==> src/design/gmmcs_pkg.sv <==
// Shared constants and types for the gray min/max contrast stretch block.
package gmmcs_pkg;

    localparam int LEVEL_W = 8;
    localparam int COLOR_W = 8;
    localparam int COEF_W  = 10;
    localparam int SUM_W   = 18;

    localparam logic [COEF_W-1:0] GRAY_WR = 10'd299;
    localparam logic [COEF_W-1:0] GRAY_WG = 10'd587;
    localparam logic [COEF_W-1:0] GRAY_WB = 10'd114;

    // floor(sum / 1000) == (sum * RECIP) >> RECIP_SHIFT for every sum up to 255000
    localparam int RECIP_W     = 19;
    localparam int RECIP_SHIFT = 28;
    localparam int PROD_W      = SUM_W + RECIP_W;
    localparam logic [RECIP_W-1:0] RECIP = 19'd268436;

    localparam logic [LEVEL_W-1:0] LEVEL_MAX = 8'd255;
    localparam logic [LEVEL_W-1:0] LEVEL_MIN = 8'd0;

    localparam int QDEPTH = 4;
    localparam int QPTR_W = 2;
    localparam int QCNT_W = 3;

    // map word handed from front to back, with the frame bounds seen at its turn
    typedef struct packed {
        logic [LEVEL_W-1:0] gray;
        logic [LEVEL_W-1:0] lo;
        logic [LEVEL_W-1:0] hi;
    } q_entry_t;

    typedef struct packed {
        logic              full;
        logic              empty;
        logic [QCNT_W-1:0] count;
    } q_stat_t;

endpackage

==> src/design/gmmcs_front.sv <==
// Front end: gray conversion, frame min/max tracking, dispatch of map words.
module gmmcs_front (
    input  logic                          clk,
    input  logic                          rst_n,
    input  logic                          in_valid,
    output logic                          in_ready,
    input  logic                          in_op,
    input  logic                          in_sof,
    input  logic [gmmcs_pkg::COLOR_W-1:0] in_red,
    input  logic [gmmcs_pkg::COLOR_W-1:0] in_green,
    input  logic [gmmcs_pkg::COLOR_W-1:0] in_blue,
    output logic                          push,
    output gmmcs_pkg::q_entry_t           push_data,
    input  logic                          q_full
);
    import gmmcs_pkg::*;

    logic               a_valid_reg;
    logic               a_op_reg;
    logic               a_sof_reg;
    logic [SUM_W-1:0]   a_sum_reg;
    logic               b_valid_reg;
    logic               b_op_reg;
    logic               b_sof_reg;
    logic [LEVEL_W-1:0] b_gray_reg;
    logic [LEVEL_W-1:0] min_reg;
    logic [LEVEL_W-1:0] max_reg;

    logic [SUM_W-1:0]   sum_next;
    logic [PROD_W-1:0]  prod;
    logic [LEVEL_W-1:0] gray_next;
    logic               span_ok;
    logic               want_push;
    logic               stall;
    logic               take;
    logic [LEVEL_W-1:0] base_min;
    logic [LEVEL_W-1:0] base_max;
    logic [LEVEL_W-1:0] min_next;
    logic [LEVEL_W-1:0] max_next;

    assign sum_next = SUM_W'(in_red) * SUM_W'(GRAY_WR)
                    + SUM_W'(in_green) * SUM_W'(GRAY_WG)
                    + SUM_W'(in_blue) * SUM_W'(GRAY_WB);

    assign prod      = PROD_W'(a_sum_reg) * PROD_W'(RECIP);
    assign gray_next = prod[RECIP_SHIFT +: LEVEL_W];

    assign span_ok   = max_reg > min_reg;
    assign want_push = b_valid_reg && b_op_reg && span_ok;
    // whole pipe holds only when a map word cannot enter the queue
    assign stall     = want_push && q_full;
    assign in_ready  = !stall;
    assign take      = in_valid && !stall;
    assign push      = want_push && !q_full;

    assign push_data.gray = b_gray_reg;
    assign push_data.lo   = min_reg;
    assign push_data.hi   = max_reg;

    assign base_min = b_sof_reg ? LEVEL_MAX : min_reg;
    assign base_max = b_sof_reg ? LEVEL_MIN : max_reg;
    assign min_next = (b_gray_reg < base_min) ? b_gray_reg : base_min;
    assign max_next = (b_gray_reg > base_max) ? b_gray_reg : base_max;

    always_ff @(posedge clk or negedge rst_n)
    begin
        if (!rst_n)
        begin
            a_valid_reg <= 1'b0;
            b_valid_reg <= 1'b0;
            min_reg     <= LEVEL_MAX;
            max_reg     <= LEVEL_MIN;
        end
        else
        begin
            if (!stall)
            begin
                a_valid_reg <= take;
                b_valid_reg <= a_valid_reg;
            end
            if (b_valid_reg && !b_op_reg)
            begin
                min_reg <= min_next;
                max_reg <= max_next;
            end
        end
    end

    always_ff @(posedge clk)
    begin
        if (!stall)
        begin
            a_op_reg   <= in_op;
            a_sof_reg  <= in_sof;
            a_sum_reg  <= sum_next;
            b_op_reg   <= a_op_reg;
            b_sof_reg  <= a_sof_reg;
            b_gray_reg <= gray_next;
        end
    end

endmodule

==> src/design/gmmcs_fifo.sv <==
// Short queue of map words between front and back end.
module gmmcs_fifo (
    input  logic                clk,
    input  logic                rst_n,
    input  logic                push,
    input  gmmcs_pkg::q_entry_t push_data,
    input  logic                pop,
    output gmmcs_pkg::q_entry_t pop_data,
    output gmmcs_pkg::q_stat_t  stat
);
    import gmmcs_pkg::*;

    q_entry_t            slot_reg [QDEPTH];
    logic [QPTR_W-1:0]   wr_ptr_reg;
    logic [QPTR_W-1:0]   rd_ptr_reg;
    logic [QCNT_W-1:0]   count_reg;
    logic                do_push;
    logic                do_pop;

    assign stat.count = count_reg;
    assign stat.full  = count_reg == QCNT_W'(QDEPTH);
    assign stat.empty = count_reg == '0;
    assign do_push    = push && !stat.full;
    assign do_pop     = pop && !stat.empty;
    assign pop_data   = slot_reg[rd_ptr_reg];

    always_ff @(posedge clk or negedge rst_n)
    begin
        if (!rst_n)
        begin
            wr_ptr_reg <= '0;
            rd_ptr_reg <= '0;
            count_reg  <= '0;
        end
        else
        begin
            if (do_push)
                wr_ptr_reg <= wr_ptr_reg + 1'b1;
            if (do_pop)
                rd_ptr_reg <= rd_ptr_reg + 1'b1;
            if (do_push && !do_pop)
                count_reg <= count_reg + 1'b1;
            else if (do_pop && !do_push)
                count_reg <= count_reg - 1'b1;
        end
    end

    always_ff @(posedge clk)
    begin
        if (do_push)
            slot_reg[wr_ptr_reg] <= push_data;
    end

endmodule

==> src/design/gmmcs_back.sv <==
// Back end: clamps gray to the frame bounds, divides serially, holds the output word.
module gmmcs_back (
    input  logic                          clk,
    input  logic                          rst_n,
    input  logic                          q_valid,
    input  gmmcs_pkg::q_entry_t           q_data,
    output logic                          pop,
    output logic                          out_valid,
    input  logic                          out_ready,
    output logic [gmmcs_pkg::LEVEL_W-1:0] out_level
);
    import gmmcs_pkg::*;

    typedef enum logic [2:0] {
        ST_IDLE = 3'b001,
        ST_CALC = 3'b010,
        ST_FIN  = 3'b100
    } state_t;

    localparam int CNT_W = $clog2(LEVEL_W);

    state_t                 state_reg;
    state_t                 state_next;
    logic [CNT_W-1:0]       cnt_reg;
    logic [LEVEL_W-1:0]     rem_reg;
    logic [LEVEL_W-1:0]     quo_reg;
    logic [LEVEL_W-1:0]     span_reg;
    logic                   out_valid_reg;
    logic [LEVEL_W-1:0]     out_level_reg;

    logic [LEVEL_W-1:0]     g_clamp;
    logic [LEVEL_W-1:0]     diff;
    logic [2*LEVEL_W-1:0]   numer;
    logic [LEVEL_W:0]       trial;
    logic                   ge;
    logic [LEVEL_W:0]       trial_sub;
    logic                   load_out;

    // clamping to hi makes the quotient come out as exactly 255
    assign g_clamp = (q_data.gray <= q_data.lo) ? q_data.lo :
                     (q_data.gray >= q_data.hi) ? q_data.hi : q_data.gray;
    assign diff    = g_clamp - q_data.lo;
    assign numer   = {diff, {LEVEL_W{1'b0}}} - {{LEVEL_W{1'b0}}, diff};

    // restoring step: remainder stays below span, quotient fits in 8 bits
    assign trial     = {rem_reg, quo_reg[LEVEL_W-1]};
    assign ge        = trial >= {1'b0, span_reg};
    assign trial_sub = trial - {1'b0, span_reg};

    assign pop       = (state_reg == ST_IDLE) && q_valid;
    assign load_out  = (state_reg == ST_FIN) && (!out_valid_reg || out_ready);
    assign out_valid = out_valid_reg;
    assign out_level = out_level_reg;

    always_comb
    begin
        state_next = state_reg;
        unique case (state_reg)
            ST_IDLE:
            begin
                if (q_valid)
                    state_next = ST_CALC;
            end
            ST_CALC:
            begin
                if (cnt_reg == CNT_W'(LEVEL_W - 1))
                    state_next = ST_FIN;
            end
            ST_FIN:
            begin
                if (load_out)
                    state_next = ST_IDLE;
            end
            default: state_next = ST_IDLE;
        endcase
    end

    always_ff @(posedge clk or negedge rst_n)
    begin
        if (!rst_n)
        begin
            state_reg     <= ST_IDLE;
            cnt_reg       <= '0;
            out_valid_reg <= 1'b0;
        end
        else
        begin
            state_reg <= state_next;
            if (pop)
                cnt_reg <= '0;
            else if (state_reg == ST_CALC)
                cnt_reg <= cnt_reg + 1'b1;
            if (load_out)
                out_valid_reg <= 1'b1;
            else if (out_ready)
                out_valid_reg <= 1'b0;
        end
    end

    always_ff @(posedge clk)
    begin
        if (pop)
        begin
            rem_reg  <= numer[2*LEVEL_W-1:LEVEL_W];
            quo_reg  <= numer[LEVEL_W-1:0];
            span_reg <= q_data.hi - q_data.lo;
        end
        else if (state_reg == ST_CALC)
        begin
            rem_reg <= ge ? trial_sub[LEVEL_W-1:0] : trial[LEVEL_W-1:0];
            quo_reg <= {quo_reg[LEVEL_W-2:0], ge};
        end
        if (load_out)
            out_level_reg <= quo_reg;
    end

endmodule

==> src/design/gray_min_max_contrast_stretch.sv <==
// Top level of the gray min/max contrast stretch: front end, word queue, back end.
//
//   channel | dir | handshake         | tdata / tuser
//   s_      | in  | s_tvalid/s_tready | tdata red,green,blue; tuser operation,start_of_frame
//   m_      | out | m_tvalid/m_tready | tdata stretched_level
//
// Measure words and dropped map words pass pipe registers a and b and cause no stall themselves.
// Back end per map word: load, 8 serial divide steps, output load, then the next word is popped;
// the serial divider sets the sustained rate for map passes, a 4-word queue decouples it.
// Reset sets frame min to 255 and max to 0 and empties queue and output register.
// s_tready drops only while a map word waits on a full queue.
module gray_min_max_contrast_stretch (
    input  logic        clk,
    input  logic        rst_n,
    input  logic        s_tvalid,
    output logic        s_tready,
    input  logic [23:0] s_tdata,   // red [7:0], green [15:8], blue [23:16]
    input  logic [1:0]  s_tuser,   // operation [0], start_of_frame [1]
    output logic        m_tvalid,
    input  logic        m_tready,
    output logic [7:0]  m_tdata    // stretched_level [7:0]
);
    import gmmcs_pkg::*;

    logic     push;
    q_entry_t push_data;
    logic     pop;
    q_entry_t pop_data;
    q_stat_t  q_stat;

    gmmcs_front u_front (
        .clk       (clk),
        .rst_n     (rst_n),
        .in_valid  (s_tvalid),
        .in_ready  (s_tready),
        .in_op     (s_tuser[0]),
        .in_sof    (s_tuser[1]),
        .in_red    (s_tdata[7:0]),
        .in_green  (s_tdata[15:8]),
        .in_blue   (s_tdata[23:16]),
        .push      (push),
        .push_data (push_data),
        .q_full    (q_stat.full)
    );

    gmmcs_fifo u_fifo (
        .clk       (clk),
        .rst_n     (rst_n),
        .push      (push),
        .push_data (push_data),
        .pop       (pop),
        .pop_data  (pop_data),
        .stat      (q_stat)
    );

    gmmcs_back u_back (
        .clk       (clk),
        .rst_n     (rst_n),
        .q_valid   (!q_stat.empty),
        .q_data    (pop_data),
        .pop       (pop),
        .out_valid (m_tvalid),
        .out_ready (m_tready),
        .out_level (m_tdata)
    );

`ifndef SYNTHESIS
    a_q_bound: assert property (@(posedge clk) disable iff (!rst_n)
        q_stat.count <= QCNT_W'(QDEPTH))
        else $error("queue count beyond depth");

    a_stall_full: assert property (@(posedge clk) disable iff (!rst_n)
        !s_tready |-> q_stat.full)
        else $error("input stalled with room in queue");

    a_push_room: assert property (@(posedge clk) disable iff (!rst_n)
        push |-> !q_stat.full)
        else $error("push into full queue");

    a_pop_filled: assert property (@(posedge clk) disable iff (!rst_n)
        pop |-> !q_stat.empty)
        else $error("pop from empty queue");
`endif

endmodule
==> config.mk <==
export PLATFORM = sky130hd
export DESIGN_NAME = gray_min_max_contrast_stretch
export DESIGN_NICKNAME = d
export VERILOG_FILES = /design/src/design/gmmcs_pkg.sv /design/src/design/gmmcs_front.sv /design/src/design/gmmcs_fifo.sv /design/src/design/gmmcs_back.sv /design/src/design/gray_min_max_contrast_stretch.sv
export SDC_FILE = /design/constraint.sdc
export NUM_CORES = 1
export LEC_CHECK = 0
export BUFFER_PORTS_ARGS = -buffer_cell sky130_fd_sc_hd__buf_4
export CAP_MARGIN = 15
export CORE_ASPECT_RATIO = 0.5
export CORE_MARGIN = 5
export CORE_UTILIZATION = 42
export DETAILED_ROUTE_END_ITERATION = 10
export HOLD_SLACK_MARGIN = 0.06
export SKIP_LAST_GASP = 1
export SLEW_MARGIN = 20
export SYNTH_ARGS = -nofsm -noshare
export SYNTH_HDL_FRONTEND = slang
export SYNTH_HIERARCHICAL = 1
export SYNTH_SLANG_ARGS = --single-unit
==> constraint.sdc <==
create_clock -name clk -period 4.34 [get_ports clk]
set_clock_uncertainty 0.05 [all_clocks]
set_input_delay 0.217 -clock clk [delete_from_list [all_inputs] [get_ports clk]]
set_output_delay 0.217 -clock clk [all_outputs]
set_load 0.05 [all_outputs]
Yosys cells after proc, flatten, opt, wreduce, memory -nomap -nowiden
Memories as Yosys holds them, arrays and structs flattened.
Index checks and enable logic that the tools add are counted.
W data, S select, Z words.
{ "totals": {"out_inout_bits": 10, "elab_cells": 98, "in_bits": 30, "register_bits": 94, "ram_bits": 96, "memories": 1} }
{ "mem_list": {"columns": ["memory", "depth", "word_bits", "read_ports", "rd_clocked_by_memory_dff", "write_ports", "line_no", "source"], "rows": [
  ["u_fifo.slot_reg", 4, 24, 1, 0, 1, "gmmcs_fifo.sv:13", "q_entry_t slot_reg [QDEPTH];"]
]} }
{ "op_classes": {"n_reduce_logical": 25, "multipliers": 4, "add_sub_neg": 11, "mux": 23, "n_eq_ne": 8, "order_cmp": 6} }
{ "op_table": {"columns": ["cell", "n"], "rows": [
  ["$mux W8", 11],
  ["$mul A18 B17 Y34 const B", 1],
  ["$sub A8 B8 Y8", 3],
  ["$mux W3", 7],
  ["$add A17 B18 Y18", 1],
  ["$add A18 B15 Y18", 1],
  ["$mul A8 B10 Y18 const B", 1],
  ["$mul A8 B9 Y17 const B", 1],
  ["$gt A8 B8 Y1", 2],
  ["$sub A16 B8 Y16", 1],
  ["$mul A8 B6 Y14 const B", 1],
  ["$logic_and A1 B1 Y1", 12],
  ["$eq A3 B3 Y1 const B", 3],
  ["$ge A9 B8 Y1", 1],
  ["$pmux W3 S3", 1],
  ["$ge A8 B8 Y1", 1],
  ["$le A8 B8 Y1", 1],
  ["$lt A8 B8 Y1", 1],
  ["$logic_not A1 Y1", 7],
  ["$add A3 B1 Y3 const B", 2],
  ["$reduce_bool A2 Y1", 3],
  ["$add A2 B1 Y2 const B", 2],
  ["$mux W1", 4],
  ["$ne A2 B1 Y1 const B", 2],
  ["7 further kinds", 7]
]} }

Depth between registers and ports, before layout
{ "depth": {"ltp_word": 8, "depth_mapped": 24, "mapped_depth_nobuf": 24} }

By module
The synthesis kept the hierarchy.
{ "modules_own_cells": {"columns": ["mod", "area_per_inst_um2", "cells_each", "n_inst", "seq_area_each_um2"], "rows": [
  ["gmmcs_front", 9879.5, 989, 1, 1361.3],
  ["gmmcs_fifo", 3937.5, 162, 1, 3057.9],
  ["gmmcs_back", 3299.4, 359, 1, 1137.3],
  ["gray_min_max_contrast_stretch", 3.8, 1, 1, 0.0]
]} }

Worst setup path before layout
Ideal clock, no wire load.
{ "synth_timing": {"path_kind": "input to register", "from": "input port s_tdata[16]", "to": "register u_front.a_sum_reg[17], data pin", "n_path_buf": 0, "setup_time_ns": 0.260, "slack_ns": -1.428, "path_stages": 21, "t_required_ns": 4.030, "arrival_ns": 5.458, "cell_sequence": "fa_1 -> inv_1 -> fa_1 -> inv_1 -> ha_1 -> ha_1 -> fa_1 -> xor2_1 -> ha_1 -> fa_1 -> inv_1 -> fa_1 -> fa_1 -> inv_1 -> ha_1 -> and3_1 -> a21oi_1 -> a31oi_1 -> a221o_1 -> a21oi_2 -> xnor2_1"} }
{ "synth_between": {"elab_chain_cells": 2} }
{ "synth_lines": {"columns": ["element", "line_no", "source"], "rows": [
  ["start, declared", "gray_min_max_contrast_stretch.sv:17", "input logic [23:0] s_tdata,"],
  ["$mul A8 B6 Y14", "gmmcs_front.sv:43", "+ SUM_W'(in_blue) * SUM_W'(GRAY_WB);"],
  ["$add A18 B15 Y18", "gmmcs_front.sv:43", null],
  ["via u_front.sum_next[17]", "gmmcs_front.sv:29", "logic [SUM_W-1:0] sum_next;"],
  ["end signal, assigned", "gmmcs_front.sv:95", "a_sum_reg <= sum_next;"],
  ["end, declared", "gmmcs_front.sv:21", "logic [SUM_W-1:0] a_sum_reg;"]
]} }
The timed path passes the listed nets, and every way through them passes these cells.
A chain may end at the register's enable or synchronous reset.

Worst setup path in the final report
Same ends and word-level chain as after synthesis.

==> results.cfg <==
[setup_path]
worstSetupEndpointType = flop
critical_path_at_ns = 5.43
timing.critical_path.from_type = input port
path_max_fanout = 3
timing.reg2reg.worst_path_depth = 17
criticalPathCategory = input port to flop
timing.critical_path.required_ns = 4.48

[synthesis]
ys_warn_count = 6
synthesis.nets = 1979
yosys_most_used_dff = sky130_fd_sc_hd__edfxtp_1
synth.cell_area_mm2 = 0.0171
synth_cell_type_count = 78
synth_common_cells = sky130_fd_sc_hd__ha_1 (316), sky130_fd_sc_hd__inv_1 (312), sky130_fd_sc_hd__edfxtp_1 (158)
yosys-top-cells-area = sky130_fd_sc_hd__edfxtp_1 (28%), sky130_fd_sc_hd__ha_1 (23%), sky130_fd_sc_hd__fa_1 (14%)
synthDominantAreaCellType = sky130_fd_sc_hd__edfxtp_1
yosysTopAreaCellShare_pct = 27.7
asyncSetResetFlopFracSynth_pct = 16.8
synth_edf_count = 158
total_of_flip_flops_plus_latches_after_synthesis = 190
post_synth.cell_area_avg_um2 = 11.3
yosysSeqAreaShare_pct = 32.5
synthesis.instances = 1511
yosys.cell_count.top_type = sky130_fd_sc_hd__ha_1

[detailed_routing]
drt.antenna.violating_nets = 0
post_drt_via_cell_ratio = 4.86
routed_wl_mm = 35.6
route.vias.total = 11600
dr.pass1.iters = 4
drt_drc_violations_left = 0
wl_per_cell_um = 15.0
drt_first_iter_violations = 335

[finish]
design.final.nets = 2294
stdcell_area_mm2 = 0.0218
area_delta_synth_final_pct = 27.3
final_cell_count_no_fill = 2379
largest_reg_flops = 96
antenna_cells_inserted = 0
drive_above_1_share_pct = 29.8

[worst_hold_path]
hold_depth = 2
worst_hold_path_type = input port to flop

[cts]
clk_path_buf_depth = 2
clock_latency_of_the_later_clocked_register_in_the_worst_skew_pair_ns = 0.44
cts_num_sinks = 190
cts_max_level = 4
clkTransAtPathRegs_ns = 0.07
tritoncts = done
clock_tree.root_cell = sky130_fd_sc_hd__clkbuf_16
number_of_buffers_created_by_cts = 17

[die]
row_count = 52
ioPinCount = 40
placeable_core_region_mm2 = 0.0403
design.die.area_mm2 = 0.0451
floorplan.initialDensity_pct = 42.4
dieWidth_um = 296
die_h_um = 153

[grt]
first_pass_grt_wire_length_mm = 58.8
global_route.usage.met3_pct = 2.53
antenna_found_initial = 0
grt.overflow.total = 0
global_route.usage.total_pct = 16.0
grt_busiest_layer = met2
first_global_vias = 12200
grt_max_degree = 34
grtUsageMet1_pct = 19.7
globalRouteMet2Util_pct = 29.4

[timing]
fin_setup_tns_ns = -13.85
period_share_pct = 122
timing_worst_slew_pin_value_ns = 0.896
slew-limit-headroom_pct = 40.2
fin_crit_ns = 5.28
setup_slack_ns = -0.945
slew_violations = 0
grt_setup_unrepaired = yes
hold_viol = 0
hold_slack_ns = 0.154
finalSetupViolCount = 30
max_freq_ghz = 0.189

[place]
post-place-cells = 2304
detailed_place.area_mm2 = 0.0200
place_hpwl_mm = 28.3
routabilityCongestion = 0.841
port-buffer-count = 39

[job]
drv.max_cap_violation_count = 0

[run_status]
run_status = finished with violations
violations = negative setup slack
[layout by cell type, fill, tap and decap left out, types with 27 or more instances in the layout]
cell type,netlist,layout
sky130_fd_sc_hd__nand2_1,52,49
sky130_fd_sc_hd__edfxtp_1,158,158
sky130_fd_sc_hd__o21ai_0,39,27
sky130_fd_sc_hd__ha_1,316,284
sky130_fd_sc_hd__nor2_1,70,55
sky130_fd_sc_hd__fa_1,122,116
sky130_fd_sc_hd__ha_4,0,28
sky130_fd_sc_hd__inv_1,312,294
sky130_fd_sc_hd__xnor2_1,32,27
sky130_fd_sc_hd__a21oi_1,67,41
sky130_fd_sc_hd__buf_4,0,280
[what timing repair did]
action,in CTS,in global routing
hold buffers,5,0
pin swaps,35,93
cloned,1,1
endpoints found under the hold margin,37,0
resized for setup,42,113
buffers inserted,16,24
endpoints found under the setup margin,30,33
[final timing paths]
check,start,end,slack (ns)
worst min-delay path,s_tdata[0],u_front/a_sum_reg[0]$_DFFE_PN_,0.15
worst max-delay path,s_tdata[16],u_front/a_sum_reg[17]$_DFFE_PN_,-0.94
max in group asynchronous,rst_n,u_front/min_reg[3]$_DFFE_PN1P_,3.68
worst max register to register,u_front/a_sum_reg[8]$_DFFE_PN_,u_front/b_gray_reg[5]$_DFFE_PN_,-0.57
min in group asynchronous,rst_n,u_back/cnt_reg[0]$_DFFE_PN0P_,0.21
worst min register to register,u_front/a_sof_reg$_DFFE_PN_,u_front/b_sof_reg$_DFFE_PN_,0.37
[per-layer routing]
layer	vias up	wire (um)
met5	-	0
met4	0	656
met3	38	772
met2	108	18500
met1	5572	15600
li1	5852	-
[final cells by class]
type | instances | area, um^2
Inverter | 313 | 1180
Tap cell | 540 | 676
Multi-Input combinational cell | 991 | 11200
Sequential cell | 190 | 5560
Timing Repair Buffer | 313 | 2530
Clock buffer | 17 | 425
Fill cell | 3487 | 18600
Clock inverter | 15 | 240
[kinds of logic (layout without fill, tap and decap cells)]
| logic type | Yosys count | in the layout | share of synthesized area [%] |
|---|---|---|---|
| and+or+nand+nor | 231 | 231 | 6.68 |
| DFF | 190 | 190 | 32.5 |
| buffers and inverters | 330 | 658 | 7.54 |
| adders and majority gates | 438 | 438 | 37.4 |
| muxes | 41 | 41 | 4.39 |
| AOI/OAI and AO/OA | 232 | 232 | 9.03 |
| xor gates and xnor gates | 49 | 49 | 2.55 |
[critical path, cell delays in order]
cell and delay (ns):
sky130_fd_sc_hd__buf_6 0.10, sky130_fd_sc_hd__fa_1 0.52, sky130_fd_sc_hd__inv_1 0.05, sky130_fd_sc_hd__fa_1 0.52, sky130_fd_sc_hd__inv_2 0.05, sky130_fd_sc_hd__ha_4 0.21
sky130_fd_sc_hd__ha_4 0.16, sky130_fd_sc_hd__fa_2 0.42, sky130_fd_sc_hd__a21oi_2 0.15, sky130_fd_sc_hd__nor2_1 0.06, sky130_fd_sc_hd__nor2_2 0.14, sky130_fd_sc_hd__buf_4 0.13
sky130_fd_sc_hd__xnor2_1 0.11, sky130_fd_sc_hd__ha_1 0.25, sky130_fd_sc_hd__inv_2 0.06, sky130_fd_sc_hd__fa_1 0.42, sky130_fd_sc_hd__fa_1 0.48, sky130_fd_sc_hd__inv_1 0.07
sky130_fd_sc_hd__ha_4 0.25, sky130_fd_sc_hd__and3_4 0.18, sky130_fd_sc_hd__a21oi_4 0.14, sky130_fd_sc_hd__a31oi_4 0.12, sky130_fd_sc_hd__a221o_1 0.38, sky130_fd_sc_hd__a21oi_2 0.15
sky130_fd_sc_hd__xnor2_1 0.08
[through the flow]
step           setup WS, ns  util (%)
3_5_place_dp          -1.47      49.6
5_1_grt               -1.10      54.0
4_1_cts              -0.942      52.2
2_1_floorplan         -1.13         -
3_3_place_gp          -1.46      49.6
6_report             -0.945      54.0
Power is left out: the tool's default activity adds up to more than one toggle a clock period on the data nets, which glitch-free logic cannot reach.
